<file path="src/sv/sab_pkg.sv">
// Shared types, register indexes and pixel helper functions for the sprite blender.
package sab_pkg;

	// Load enables for the three pipeline stages.
	typedef struct packed {
		logic s1;
		logic s2;
		logic s3;
	} stage_en_t;

	localparam int REG_IDX_W = 2;
	localparam int CFG_DATA_W = 11;

	localparam logic [REG_IDX_W-1:0] REG_SPRITE_LEFT   = 2'd0;
	localparam logic [REG_IDX_W-1:0] REG_SPRITE_TOP    = 2'd1;
	localparam logic [REG_IDX_W-1:0] REG_SPRITE_WIDTH  = 2'd2;
	localparam logic [REG_IDX_W-1:0] REG_SPRITE_HEIGHT = 2'd3;

	localparam int ADDR_W = 17;
	localparam int COLOR_W = 16;

	typedef logic [7:0] exp5_tab_t [32];
	typedef logic [7:0] exp6_tab_t [64];

	function automatic exp5_tab_t build_exp5();
		exp5_tab_t t;
		for (int i = 0; i < 32; i++) begin
			t[i] = 8'((i * 255) / 31);
		end
		return t;
	endfunction

	function automatic exp6_tab_t build_exp6();
		exp6_tab_t t;
		for (int i = 0; i < 64; i++) begin
			t[i] = 8'((i * 255) / 63);
		end
		return t;
	endfunction

	// Channel expansion from 5 and 6 bits to 8 bits, rounded down.
	localparam exp5_tab_t EXP5 = build_exp5();
	localparam exp6_tab_t EXP6 = build_exp6();

	function automatic logic [15:0] pack565(input logic [7:0] r, input logic [7:0] g,
			input logic [7:0] b);
		return {r[7:3], g[7:2], b[7:3]};
	endfunction

	// Exact floor(x / 255) for x up to 255 * 255.
	function automatic logic [7:0] div255(input logic [15:0] x);
		logic [16:0] t;
		t = {1'b0, x} + {9'd0, x[15:8]} + 17'd1;
		return t[15:8];
	endfunction

endpackage

</file>
<file path="src/sv/sab_geom.sv">
// Clipping against sprite and screen bounds, and framebuffer address computation.
module sab_geom import sab_pkg::*; #(
	parameter int SCREEN_WIDTH = 320,
	parameter int SCREEN_HEIGHT = 240,
	parameter int MAX_SPRITE_SIDE = 256
) (
	input  logic               clk,
	input  stage_en_t          en,
	input  logic signed [10:0] sprite_left,
	input  logic signed [10:0] sprite_top,
	input  logic [8:0]         sprite_width,
	input  logic [8:0]         sprite_height,
	input  logic [7:0]         sprite_col,
	input  logic [7:0]         sprite_line,
	input  logic [7:0]         alpha,
	output logic               we_s2,
	output logic [ADDR_W-1:0]  addr_s2
);

	localparam logic [11:0] SW_L = 12'(SCREEN_WIDTH);
	localparam logic [11:0] SH_L = 12'(SCREEN_HEIGHT);
	localparam logic [10:0] MAX_L = 11'(MAX_SPRITE_SIDE);

	logic [11:0] sx;
	logic [11:0] sy;
	logic [10:0] w_eff;
	logic [10:0] h_eff;
	logic        in_sprite;
	logic        on_screen;
	logic        we_d;
	logic        we_s1;
	logic [10:0] sx_s1;
	logic [10:0] sy_s1;
	logic [23:0] lin;

	// Twelve bits hold any sum of an 11-bit signed origin and an 8-bit offset.
	assign sx = {sprite_left[10], sprite_left} + {4'd0, sprite_col};
	assign sy = {sprite_top[10], sprite_top} + {4'd0, sprite_line};

	assign w_eff = ({2'd0, sprite_width} > MAX_L) ? MAX_L : {2'd0, sprite_width};
	assign h_eff = ({2'd0, sprite_height} > MAX_L) ? MAX_L : {2'd0, sprite_height};

	assign in_sprite = ({3'd0, sprite_col} < w_eff) && ({3'd0, sprite_line} < h_eff);
	assign on_screen = !sx[11] && ({1'b0, sx[10:0]} < SW_L)
		&& !sy[11] && ({1'b0, sy[10:0]} < SH_L);
	assign we_d = in_sprite && on_screen && (alpha != 8'd0);

	always_ff @(posedge clk) begin
		if (en.s1) begin
			we_s1 <= we_d;
			sx_s1 <= sx[10:0];
			sy_s1 <= sy[10:0];
		end
	end

	assign lin = 24'(sy_s1) * 24'(SCREEN_WIDTH) + 24'(sx_s1);

	always_ff @(posedge clk) begin
		if (en.s2) begin
			we_s2 <= we_s1;
			addr_s2 <= we_s1 ? lin[ADDR_W-1:0] : '0;
		end
	end

endmodule

</file>
<file path="src/sv/sab_blend.sv">
// Alpha blend datapath: channel expansion, weighted sums and division by 255.
module sab_blend import sab_pkg::*; (
	input  logic               clk,
	input  stage_en_t          en,
	input  logic [31:0]        src_pixel,
	input  logic [15:0]        dst_pixel,
	input  logic               we_s2,
	output logic [COLOR_W-1:0] color
);

	logic [7:0]  a_s1;
	logic [7:0]  na_s1;
	logic [7:0]  sr_s1, sg_s1, sb_s1;
	logic [7:0]  dr_s1, dg_s1, db_s1;
	logic        opq_s1;
	logic [15:0] mr_s2, mg_s2, mb_s2;
	logic [15:0] src565_s2;
	logic        opq_s2;
	logic [15:0] mixed;

	always_ff @(posedge clk) begin
		if (en.s1) begin
			a_s1 <= src_pixel[31:24];
			na_s1 <= ~src_pixel[31:24];
			sr_s1 <= src_pixel[23:16];
			sg_s1 <= src_pixel[15:8];
			sb_s1 <= src_pixel[7:0];
			dr_s1 <= EXP5[dst_pixel[15:11]];
			dg_s1 <= EXP6[dst_pixel[10:5]];
			db_s1 <= EXP5[dst_pixel[4:0]];
			opq_s1 <= (src_pixel[31:24] == 8'hFF);
		end
	end

	// The two weights add to 255, so each sum stays within 16 bits.
	always_ff @(posedge clk) begin
		if (en.s2) begin
			mr_s2 <= 16'(sr_s1 * a_s1) + 16'(dr_s1 * na_s1);
			mg_s2 <= 16'(sg_s1 * a_s1) + 16'(dg_s1 * na_s1);
			mb_s2 <= 16'(sb_s1 * a_s1) + 16'(db_s1 * na_s1);
			src565_s2 <= pack565(sr_s1, sg_s1, sb_s1);
			opq_s2 <= opq_s1;
		end
	end

	assign mixed = pack565(div255(mr_s2), div255(mg_s2), div255(mb_s2));

	always_comb begin
		if (!we_s2) begin
			color = '0;
		end else if (opq_s2) begin
			color = src565_s2;
		end else begin
			color = mixed;
		end
	end

endmodule

</file>
<file path="src/sv/sprite_alpha_blend_rgb565_top.sv">
// Top level of the ARGB8888-over-RGB565 sprite blender.
//
// Input stream (s_axis): one sprite pixel per transfer, carrying its column and
// row within the sprite, the ARGB8888 source and the RGB565 framebuffer pixel
// under it. Output stream (m_axis): one result per input, in order; tuser is the
// write enable, tdata holds the framebuffer address and the new color. When the
// write enable is low, address and color are zero.
// The sprite origin and size are set through the cfg port; the user must write them while no pixel is in
// flight, as the block does not enforce this. A write takes effect at the clock edge where cfg_we is high.
// The block is a three-stage pipeline and takes one pixel every cycle while the
// receiver holds m_axis_tready high. The last stage is the output
// register. When the receiver holds tready low, the pipeline fills its empty
// stages and then drops s_axis_tready; nothing is lost or repeated. The clamp,
// clip and address multiply set the first two stages, the division by 255 the
// last. Reset clears all valid bits and the sprite registers; the data registers
// are not reset, since the valid bits mark what they hold.
module sprite_alpha_blend_rgb565_top import sab_pkg::*; #(
	parameter int SCREEN_WIDTH = 320,
	parameter int SCREEN_HEIGHT = 240,
	parameter int MAX_SPRITE_SIDE = 256
) (
	input  logic                  clk,
	input  logic                  arst_n,
	input  logic                  cfg_we,
	input  logic [REG_IDX_W-1:0]  cfg_index,
	input  logic [CFG_DATA_W-1:0] cfg_wdata,
	input  logic                  s_axis_tvalid,
	output logic                  s_axis_tready,
	// [7:0] sprite_col, [15:8] sprite_line, [47:16] src_pixel, [63:48] dst_pixel
	input  logic [63:0]           s_axis_tdata,
	output logic                  m_axis_tvalid,
	input  logic                  m_axis_tready,
	// [16:0] pixel_address, [32:17] pixel_color, [39:33] zero
	output logic [39:0]           m_axis_tdata,
	// [0] write_enable
	output logic [0:0]            m_axis_tuser
);

	logic signed [10:0] sprite_left_q;
	logic signed [10:0] sprite_top_q;
	logic [8:0]         sprite_width_q;
	logic [8:0]         sprite_height_q;

	logic v_s1, v_s2, v_s3;
	logic ready1, ready2, ready3;
	stage_en_t en;

	logic              we_s2;
	logic [ADDR_W-1:0] addr_s2;
	logic [COLOR_W-1:0] color;
	logic              we_s3;
	logic [ADDR_W-1:0] addr_s3;
	logic [COLOR_W-1:0] color_s3;

	always_ff @(posedge clk or negedge arst_n) begin
		if (!arst_n) begin
			sprite_left_q <= '0;
			sprite_top_q <= '0;
			sprite_width_q <= '0;
			sprite_height_q <= '0;
		end else if (cfg_we) begin
			case (cfg_index)
				REG_SPRITE_LEFT:   sprite_left_q <= cfg_wdata;
				REG_SPRITE_TOP:    sprite_top_q <= cfg_wdata;
				REG_SPRITE_WIDTH:  sprite_width_q <= cfg_wdata[8:0];
				REG_SPRITE_HEIGHT: sprite_height_q <= cfg_wdata[8:0];
				default: ;
			endcase
		end
	end

	// A stage loads when it is empty or its contents move on in the same cycle.
	assign ready3 = !v_s3 || m_axis_tready;
	assign ready2 = !v_s2 || ready3;
	assign ready1 = !v_s1 || ready2;
	assign en.s1 = ready1;
	assign en.s2 = ready2;
	assign en.s3 = ready3;

	always_ff @(posedge clk or negedge arst_n) begin
		if (!arst_n) begin
			v_s1 <= 1'b0;
			v_s2 <= 1'b0;
			v_s3 <= 1'b0;
		end else begin
			if (ready1) v_s1 <= s_axis_tvalid;
			if (ready2) v_s2 <= v_s1;
			if (ready3) v_s3 <= v_s2;
		end
	end

	sab_geom #(
		.SCREEN_WIDTH(SCREEN_WIDTH),
		.SCREEN_HEIGHT(SCREEN_HEIGHT),
		.MAX_SPRITE_SIDE(MAX_SPRITE_SIDE)
	) u_geom (
		.clk(clk),
		.en(en),
		.sprite_left(sprite_left_q),
		.sprite_top(sprite_top_q),
		.sprite_width(sprite_width_q),
		.sprite_height(sprite_height_q),
		.sprite_col(s_axis_tdata[7:0]),
		.sprite_line(s_axis_tdata[15:8]),
		.alpha(s_axis_tdata[47:40]),
		.we_s2(we_s2),
		.addr_s2(addr_s2)
	);

	sab_blend u_blend (
		.clk(clk),
		.en(en),
		.src_pixel(s_axis_tdata[47:16]),
		.dst_pixel(s_axis_tdata[63:48]),
		.we_s2(we_s2),
		.color(color)
	);

	always_ff @(posedge clk) begin
		if (en.s3) begin
			we_s3 <= we_s2;
			addr_s3 <= addr_s2;
			color_s3 <= color;
		end
	end

	assign s_axis_tready = ready1;
	assign m_axis_tvalid = v_s3;
	assign m_axis_tdata = {7'd0, color_s3, addr_s3};
	assign m_axis_tuser = we_s3;

endmodule

</file>
<file path="config.mk">
export PLATFORM = sky130hd
export DESIGN_NAME = sprite_alpha_blend_rgb565_top
export DESIGN_NICKNAME = d
export VERILOG_FILES = /design/src/sv/sab_pkg.sv /design/src/sv/sab_geom.sv /design/src/sv/sab_blend.sv /design/src/sv/sprite_alpha_blend_rgb565_top.sv
export SDC_FILE = /design/constraint.sdc
export NUM_CORES = 1
export LEC_CHECK = 0
export ABC_AREA = 1
export ABC_CLOCK_PERIOD_IN_PS = 11200
export BUFFER_PORTS_ARGS = -buffer_cell sky130_fd_sc_hd__buf_4
export CORE_ASPECT_RATIO = 0.5
export CORE_MARGIN = 2
export CORE_UTILIZATION = 40
export CTS_CLUSTER_SIZE = 16
export DETAILED_ROUTE_END_ITERATION = 8
export SETUP_SLACK_MARGIN = 0.4
export SLEW_MARGIN = 40
export SYNTH_ARGS = -nofsm -noshare
export SYNTH_HDL_FRONTEND = slang
export SYNTH_SLANG_ARGS = --single-unit
</file>
<file path="constraint.sdc">
create_clock -name clk -period 11.2 [get_ports clk]
set_input_delay 2.8 -clock clk [delete_from_list [all_inputs] [get_ports clk]]
set_output_delay 2.8 -clock clk [all_outputs]
set_load 0.03 [all_outputs]
</file>
==> flow_summary_export.csv, run 1 <==
group,metric,value,unit
sta,report.final.slew_viol_count,0,
placement,port_buffers,117,
setup_path,r2r_start,"u_blend.a_s1[1]",
layout,fill_cells,6041,
setup_path,end_kind,"output port",
floorplanning,die_width,358.9,microns
route,drtAntennaViolNets,0,
sta,post-route-period-util,63.09,%
layout,ff_latch_area,7232,sq um
floorplanning,num_io_pins,125,
layout,antenna_cells,0,
global_routing,grt_usage,17.23,%
setup_path,crit_fanout,36,
logic_synthesis,synth_area,25190,sq um
cts,cts_buffers,26,
placement,dp_hpwl,43470,microns
hold_path,hold_class,"register to register",
floorplanning,start_util,40.86,%
route,num_vias,17735,
logic_synthesis,yosysWarnings,0,
logic_synthesis,synth_top_area_share,24.43,%
route,drt-initial-drc-count,907,
sta,worst-slew-pin-transition,0.7581,ns
global_routing,grt_max_degree,66,
cts,cts_tree,"built",
logic_synthesis,synthCells,2907,
floorplanning,rows,64,
setup_path,cp.arrival,4.27,ns
cts,cts_root_buf,"clkbuf_16",
logic_synthesis,syn_area_per_cell,8.667,sq um
layout,syn_to_final_growth,10.11,%
logic_synthesis,synth-seq-cells,248,
logic_synthesis,synth_largest_area_cell,"edfxtp_1",
placement,place.gp.congestion,0.8544,
sta,finalHoldViolCount,0,
cts,cts_hold_buf,0,
setup_path,crit_required,8.40,ns
logic_synthesis,seq_area_frac_synth,28.70,%
global_routing,grt_antenna_before_repair,0,
logic_synthesis,netlist_top_cells_area,"edfxtp_1 (24%), fa_1 (23%), ha_1 (13%), inv_1 (12%), nand2_1 (10%)",
setup_path,worstSetupStartpointType,"input port",
cts,cts_sinks,248,
floorplanning,core_region_area,61660,sq um
cts,clk_latency,0.60,ns
cts,cts_htree_levels,1,
hold_path,hp-start,"u_geom.addr_s2[1]",
global_routing,grt_overflow_total,0,
logic_synthesis,ys_types,41,
route,wirelength,53980,microns
global_routing,grt_pass1_wl,91580,microns
layout,drive_gt1_share,6.400,%
layout,nNetsFinal,3614,
cts,clk_pin_slew_worst_paths,0.06,ns
sta,setup_viol,0,
cts,cts.repair.resized,0,
sta,rsz0062_at_grt,"no",
sta,relSlewSlack,49.46,%
run,maxCapViolations,0,
route,viasPerCell,4.637,
layout,multi_input_area,14450,sq um
route,drt-pass1-iter-count,5,
floorplanning,die_h,181.5,microns
run_status,status,"finished clean",
layout,finish.utilization,44.99,%
cts,clock_path_buffers,3,
setup_path,worstSetupPathType,"input port to output port",
sta,fin_setup_tns,0,ns
sta,fmax,0.1415,GHz
cts,post_cts_buffers,0,
global_routing,grt_pass1_vias,18460,
setup_path,crit_start,"m_axis_tready",
sta,period_needed,7.066,ns
route,drc,0,
floorplanning,die_area,65130,sq um
sta,finalClockSkew,0.02443,ns
route,detail_route.wl_per_cell,14.11,microns
## kinds of logic (layout without fill, tap and decap cells)
logic type / count (synthesis) / after routing / synth area share [%]
compound gates: 201 / 201 / 4.336
xor+xnor: 67 / 67 / 2.359
fa+ha+maj: 552 / 552 / 36.11
buf+inv: 931 / 1018 / 14.07
flops: 248 / 248 / 28.70
other cells: 1 / 7 / 0.01488
simple gates: 907 / 907 / 14.40
## cells in the mapped netlist
library cell and n:
a21boi_0 5, a21boi_1 3, a21o_1 5, a21oi_1 82, a221oi_1 2, a31oi_1 5, a32o_1 1, and2_2 1
buf_4 7, clkbuf_1 71, clkbuf_2 20, clkinv_1 1, conb_1 1, dfrtp_1 43, edfxtp_1 205, fa_1 292
ha_1 260, inv_1 832, nand2_1 702, nand2_2 1, nand3_1 72, nand3_2 2, nand3b_1 4, nand4_1 18
nor2_1 78, nor3_1 16, nor3b_1 1, nor4_1 6, o2111ai_1 1, o211ai_1 4, o21a_1 2, o21ai_0 83
o21ai_1 2, o21ai_2 1, o21bai_1 1, o31ai_1 4, or2_2 5, or3_1 1, xnor2_1 23, xor2_1 43
xor2_2 1
## registers in the layout, summed over array words and instances, names as in the netlist, 16 cells and up
signal and flops:
u_blend.mb_s2 16, u_blend.mr_s2 16, addr_s3 17, u_geom.addr_s2 17
color_s3 16, u_blend.mg_s2 16, u_blend.src565_s2 16
## layer usage
metal	share of wire, %	global-route usage (%)
met5	0	0
met4	2.4	4.236
met3	4.8	2.490
met2	48	30.08
met1	45	22.62
## per-stage QoR
stage                     hold WS (ns)  std cells  instance area [sq um]  setup WS, ns
after floorplan                 0.4003       2913                  25220         2.555
after global placement          0.4028       3769                  26810         3.701
after detailed placement        0.4052       3777                  26920         4.081
after CTS                       0.4170       3825                  27740         4.079
after global routing            0.4272       3825                  27740         3.968
final                           0.4173       3825                  27740         4.134
## worst max-delay path, stage by stage
cell and delay [ns]:
buf_4 0.11, inv_1 0.08, nand2_4 0.32, nor2_1 0.41
nand2_4 0.28, buf_4 0.26
## layout make-up
| class | count | share of cell area, % |
|---|---|---|
| clock buffers | 32 | 2.463 |
| clock inverters | 16 | 0.5142 |
| repair buffers | 137 | 3.856 |
| multi-input cells | 1734 | 52.10 |
| flip-flops and latches | 248 | 26.07 |
| well taps | 825 | 3.721 |
| inverters | 833 | 11.28 |
## final timing paths
kind / to / cells after the start / slack [ns]
hold reg to reg: addr_s3[1] / 0 / 0.42
hold / removal: addr_s3[1] / 0 / 0.42
setup / recovery: s_axis_tready / 6 / 4.13
max in group asynchronous: v_s2 / 1 / 8.61
setup reg to reg: u_blend.mr_s2[12] / 17 / 5.41
min in group asynchronous: sprite_height_q[3] / 1 / 2.20
## placed cells by master (no fill, tap or decap), types with 2 or more instances in the layout
master      synthesis  layout
a21boi_0            5       5
a21boi_1            3       3
a21o_1              5       5
a21oi_1            82      82
a221oi_1            2       2
a31oi_1             5       5
buf_4               7     128
buf_6               0       7
buf_8               0       2
clkbuf_1           71       5
clkbuf_16           0      26
clkinv_1            1       4
clkinv_2            0       7
clkinvlp_4          0       2
conb_1              1       7
dfrtp_1            43      43
edfxtp_1          205     205
fa_1              292     292
ha_1              260     260
inv_1             832     830
inv_6               0       2
nand2_1           702     700
nand2_4             0       2
nand3_1            72      72
nand3_2             2       2
nand3b_1            4       4
nand4_1            18      18
nor2_1             78      78
nor3_1             16      16
nor4_1              6       6
o211ai_1            4       4
o21a_1              2       2
o21ai_0            83      83
o21ai_1             2       2
o31ai_1             4       4
or2_2               5       5
xnor2_1            23      23
xor2_1             43      43
Power of run 1 is left out: the tool's default activity adds up to more than one toggle a clock period on the data nets, which glitch-free logic cannot reach.
==> run 2, diff against run 1 <==
--- a/config.mk
+++ b/config.mk
@@ -6,7 +6,7 @@
 export NUM_CORES = 1
 export LEC_CHECK = 0
 export ABC_AREA = 1
-export ABC_CLOCK_PERIOD_IN_PS = 11200
+export ABC_CLOCK_PERIOD_IN_PS = 6000
 export BUFFER_PORTS_ARGS = -buffer_cell sky130_fd_sc_hd__buf_4
 export CORE_ASPECT_RATIO = 0.5
 export CORE_MARGIN = 2
==> constraint.sdc (replaced) <==
create_clock -name clk -period 6 [get_ports clk]
set_input_delay 1.5 -clock clk [delete_from_list [all_inputs] [get_ports clk]]
set_output_delay 1.5 -clock clk [all_outputs]
set_load 0.03 [all_outputs]
==> flow_summary_export.csv, run 2 (synthesis results as in run 1) <==
group,metric,value,unit
run_status,status,"finished clean",
sta,post-route-period-util,90.84,%
cts,clk_pin_slew_worst_paths,0.07,ns
sta,timing.hold.ws,0.4184,ns
sta,finalHoldViolCount,0,
global_routing,grt_pass1_wl,93070,microns
run,maxCapViolations,0,
hold_path,hold_class,"register to register",
sta,fin_setup_tns,0,ns
floorplanning,num_io_pins,125,
layout,drive_gt1_share,8.342,%
cts,cts_tree,"built",
cts,cts_htree_levels,1,
cts,cts_root_buf,"clkbuf_16",
layout,finish.utilization,45.80,%
setup_path,crit_required,6.35,ns
global_routing,grt_usage,17.65,%
floorplanning,core_region_area,61660,sq um
route,drt-pass1-iter-count,5,
placement,dpl_cell_area,27050,sq um
sta,relSlewSlack,47.58,%
global_routing,grt_antenna_before_repair,0,
setup_path,cp.arrival,5.80,ns
route,wirelength,55770,microns
cts,cts_sinks,248,
placement,place.gp.congestion,0.8610,
sta,report.final.slew_viol_count,0,
setup_path,end_kind,"register",
sta,fmax,0.1835,GHz
layout,nNetsFinal,3674,
route,viasPerCell,4.598,
setup_path,crit_fanout,9,
layout,syn_to_final_growth,12.10,%
cts,clock_path_buffers,3,
setup_path,worstSetupStartpointType,"register",
global_routing,grt_max_degree,55,
global_routing,grt_pass1_vias,18472,
setup_path,worstSetupPathType,"register to register",
cts,cts_buffers,25,
sta,period_needed,5.450,ns
floorplanning,die_width,358.9,microns
sta,setup_viol,0,
route,drtAntennaViolNets,0,
layout,final_cell_mix,"inv_1 (830), nand2_1 (700), fa_1 (292)",
global_routing,grt_overflow_total,0,
route,drc,0,
placement,port_buffers,117,
layout,final_area,28240,sq um
route,drt-initial-drc-count,1075,
placement,dp_hpwl,44670,microns
route,num_vias,17851,
sta,finalClockSkew,0.02356,ns
floorplanning,die_area,65130,sq um
layout,reg_top3,"addr_s3 (17), u_geom.addr_s2 (17)",
sta,worst-slew-pin-transition,0.7863,ns
layout,layout_commonest_cell,"inv_1",
floorplanning,start_util,40.86,%
layout,antenna_cells,0,
cts,clk_latency,0.60,ns
setup_path,r2r_setup_slack,0.55,ns
floorplanning,rows,64,
sta,rsz0062_at_grt,"yes",
floorplanning,die_h,181.5,microns
route,detail_route.wl_per_cell,14.37,microns
-- run 2: cell types whose count changed in the layout (fill, tap and decap cells not counted), moves of 2 or more --
cell | previous run | this run
buf_4 | 128 | 190
buf_12 | 0 | 7
buf_6 | 7 | 0
clkinv_2 | 7 | 4
a21boi_0 | 5 | 3
a21boi_2 | 0 | 2
buf_8 | 2 | 0
bufinv_16 | 1 | 3
clkinv_1 | 4 | 2
clkinvlp_2 | 0 | 2
clkinvlp_4 | 2 | 4
-- run 2: stage by stage --
| stage | instances | worst slack, ns |
|---|---|---|
| after CTS | 3846 | 0.3845 |
| after global placement | 3797 | 0.4526 |
| final | 3882 | 0.5497 |
| after global routing | 3882 | 0.2714 |
| after detailed placement | 3798 | 0.3241 |
| after floorplan | 2913 | 0.7323 |
-- run 2: per-layer routing --
metal  vias to the layer above  wire length, microns  global-route usage (%)
met2                       293                 26930                   31.36
met5                         -                     0                       0
met3                        63                  2404                   2.539
met4                         0                   747                   2.785
met1                      8550                 25690                   23.28
li1                       8945                     -                       -
-- run 2: critical path, stage by stage, from the launching register on --
cell and delay, ns:
edfxtp_1 0.67, nand2_1 0.15, fa_1 0.54, fa_1 0.54
inv_1 0.05, fa_1 0.48, fa_1 0.52, fa_1 0.50
inv_1 0.05, fa_1 0.47, inv_1 0.04, ha_1 0.32
a21oi_1 0.20, a21boi_1 0.25, o21ai_0 0.16, a21oi_1 0.18
xnor2_1 0.08
-- run 2: final cells by class --
cell class              count  area [sq um]
clock buffers              29         640.6
clock inverters            15         177.7
fillers                  5963         33420
inverters                 833          3128
multi-input cells        1734         14460
flip-flops and latches    248          7232
well taps                 825          1032
repair buffers            198          1572
-- run 2: final timing paths --
path                                      to         startpoint  depth (start not counted)
setup / recovery           u_blend.mb_s2[12]   u_blend.sb_s1[6]                         16
hold / removal                    addr_s3[4]  u_geom.addr_s2[4]                          0
setup reg to reg           u_blend.mb_s2[12]   u_blend.sb_s1[6]                         16
hold reg to reg                   addr_s3[4]  u_geom.addr_s2[4]                          0
max in group asynchronous  sprite_left_q[10]             arst_n                          1
min in group asynchronous  sprite_width_q[2]             arst_n                          1
-- run 2: repair_timing --
item	in CTS	in global routing
setup buffers	4	36
hold buffers	0	0
resized for setup	0	6
endpoints found under the setup margin	2	18
cloned	0	0
Power of run 2 is left out for the same reason.
==> run 3, diff against run 2 <==
--- a/config.mk
+++ b/config.mk
@@ -13,6 +13,7 @@
 export CORE_UTILIZATION = 40
 export CTS_CLUSTER_SIZE = 16
 export DETAILED_ROUTE_END_ITERATION = 8
+export MAX_ROUTING_LAYER = met4
 export SETUP_SLACK_MARGIN = 0.4
 export SLEW_MARGIN = 40
 export SYNTH_ARGS = -nofsm -noshare
==> flow_summary_export.csv, run 3 (synthesis results as in run 1) <==
group,metric,value,unit
cts,clock_path_buffers,3,
run,maxCapViolations,0,
global_routing,grt_antenna_before_repair,0,
setup_path,crit_fanout,6,
setup_path,worstSetupPathType,"register to register",
sta,period_needed,5.410,ns
floorplanning,num_io_pins,125,
layout,final_cell_mix,"inv_1 (830), nand2_1 (700), fa_1 (292)",
route,drc,0,
run_status,status,"finished clean",
cts,cts_buffers,27,
placement,port_buffers,117,
floorplanning,die_width,358.9,microns
placement,place.gp.congestion,0.8741,
route,drt-pass1-iter-count,5,
cts,clk_pin_slew_worst_paths,0.07,ns
cts,cts_tree,"built",
global_routing,grt_usage,18.31,%
sta,timing.hold.ws,0.3885,ns
sta,post-route-period-util,90.16,%
setup_path,crit_required,6.32,ns
route,drt-initial-drc-count,1086,
floorplanning,die_h,181.5,microns
layout,nNetsFinal,3685,
setup_path,cp.arrival,5.73,ns
route,viasPerCell,4.639,
floorplanning,die_area,65130,sq um
sta,relSlewSlack,46.79,%
floorplanning,rows,64,
layout,antenna_cells,0,
sta,finalHoldViolCount,0,
sta,worst-slew-pin-transition,0.7982,ns
layout,reg_top3,"addr_s3 (17), u_geom.addr_s2 (17)",
cts,cts_htree_levels,1,
floorplanning,start_util,40.86,%
sta,setup_viol,0,
global_routing,grt_pass1_wl,93560,microns
hold_path,hold_class,"register to register",
global_routing,grt_overflow_total,0,
layout,layout_commonest_cell,"inv_1",
sta,fmax,0.1848,GHz
sta,rsz0062_at_grt,"yes",
placement,dp_hpwl,44770,microns
layout,drive_gt1_share,8.854,%
route,drtAntennaViolNets,0,
setup_path,end_kind,"register",
route,wirelength,56220,microns
layout,finish.utilization,46.01,%
cts,cts_root_buf,"clkbuf_16",
setup_path,worstSetupStartpointType,"register",
layout,fill_cells,5969,
sta,report.final.slew_viol_count,0,
floorplanning,core_region_area,61660,sq um
layout,syn_to_final_growth,12.61,%
global_routing,grt_max_degree,66,
global_routing,grt_pass1_vias,18374,
cts,cts_hold_buf,0,
cts,clk_latency,0.61,ns
sta,finalClockSkew,0.03599,ns
cts,cts_sinks,248,
sta,fin_setup_tns,0,ns
route,num_vias,18079,
route,detail_route.wl_per_cell,14.43,microns
## run 3: through the flow
stage	cell area, sq um	setup slack [ns]	instances
floorplan	25220	0.7323	2913
global placement	27010	0.4624	3794
detailed placement	27020	0.3427	3794
CTS	27940	0.4080	3850
global route	28370	0.3420	3897
finish	28370	0.5901	3897
## run 3: area by class of cell
| type | instances | area [sq um] | share of cell area [%] |
|---|---|---|---|
| multi-input cells | 1734 | 14480 | 51.04 |
| flip-flops and latches | 248 | 7232 | 25.49 |
| inverters | 833 | 3128 | 11.02 |
| repair buffers | 207 | 1619 | 5.706 |
| well taps | 825 | 1032 | 3.638 |
| clock buffers | 30 | 686.9 | 2.421 |
| clock inverters | 20 | 192.7 | 0.6791 |
## run 3: path summary, 6_finish.rpt
path                            slack, ns                from           endpoint  depth (start not counted)
worst min register to register       0.39  u_geom.addr_s2[15]        addr_s3[15]                          0
worst max register to register       0.59    u_blend.sg_s1[3]  u_blend.mg_s2[12]                         18
min in group asynchronous            0.91              arst_n  sprite_width_q[4]                          1
worst min-delay path                 0.39  u_geom.addr_s2[15]        addr_s3[15]                          0
max in group asynchronous            4.70              arst_n   sprite_left_q[2]                          1
worst max-delay path                 0.59    u_blend.sg_s1[3]  u_blend.mg_s2[12]                         18
## run 3: critical path, stage by stage (launching register included)
cell      delay (ns)
edfxtp_1        0.50
buf_4           0.20
nand2_1         0.06
inv_1           0.05
fa_1            0.54
inv_1           0.05
fa_1            0.47
inv_1           0.05
fa_1            0.48
fa_1            0.58
fa_1            0.45
fa_1            0.45
ha_1            0.38
a21oi_1         0.23
inv_1           0.08
a31oi_2         0.19
o21ai_1         0.12
a21oi_1         0.18
xor2_1          0.09
## run 3: what timing repair did
item / in CTS / in global routing
buffers inserted: 6 / 47
pin swaps: 0 / 1
setup endpoints to repair: 3 / 18
resized for setup: 0 / 14
## run 3: per-layer routing
layer | share of wire, % | global-route usage (%) | vias up
met5 | 0 | - | -
met4 | 2.0 | 3.797 | 0
met3 | 5.3 | 2.992 | 79
met2 | 48 | 30.73 | 407
met1 | 45 | 23.48 | 8620
li1 | - | - | 8973
Power of run 3 is left out for the same reason.
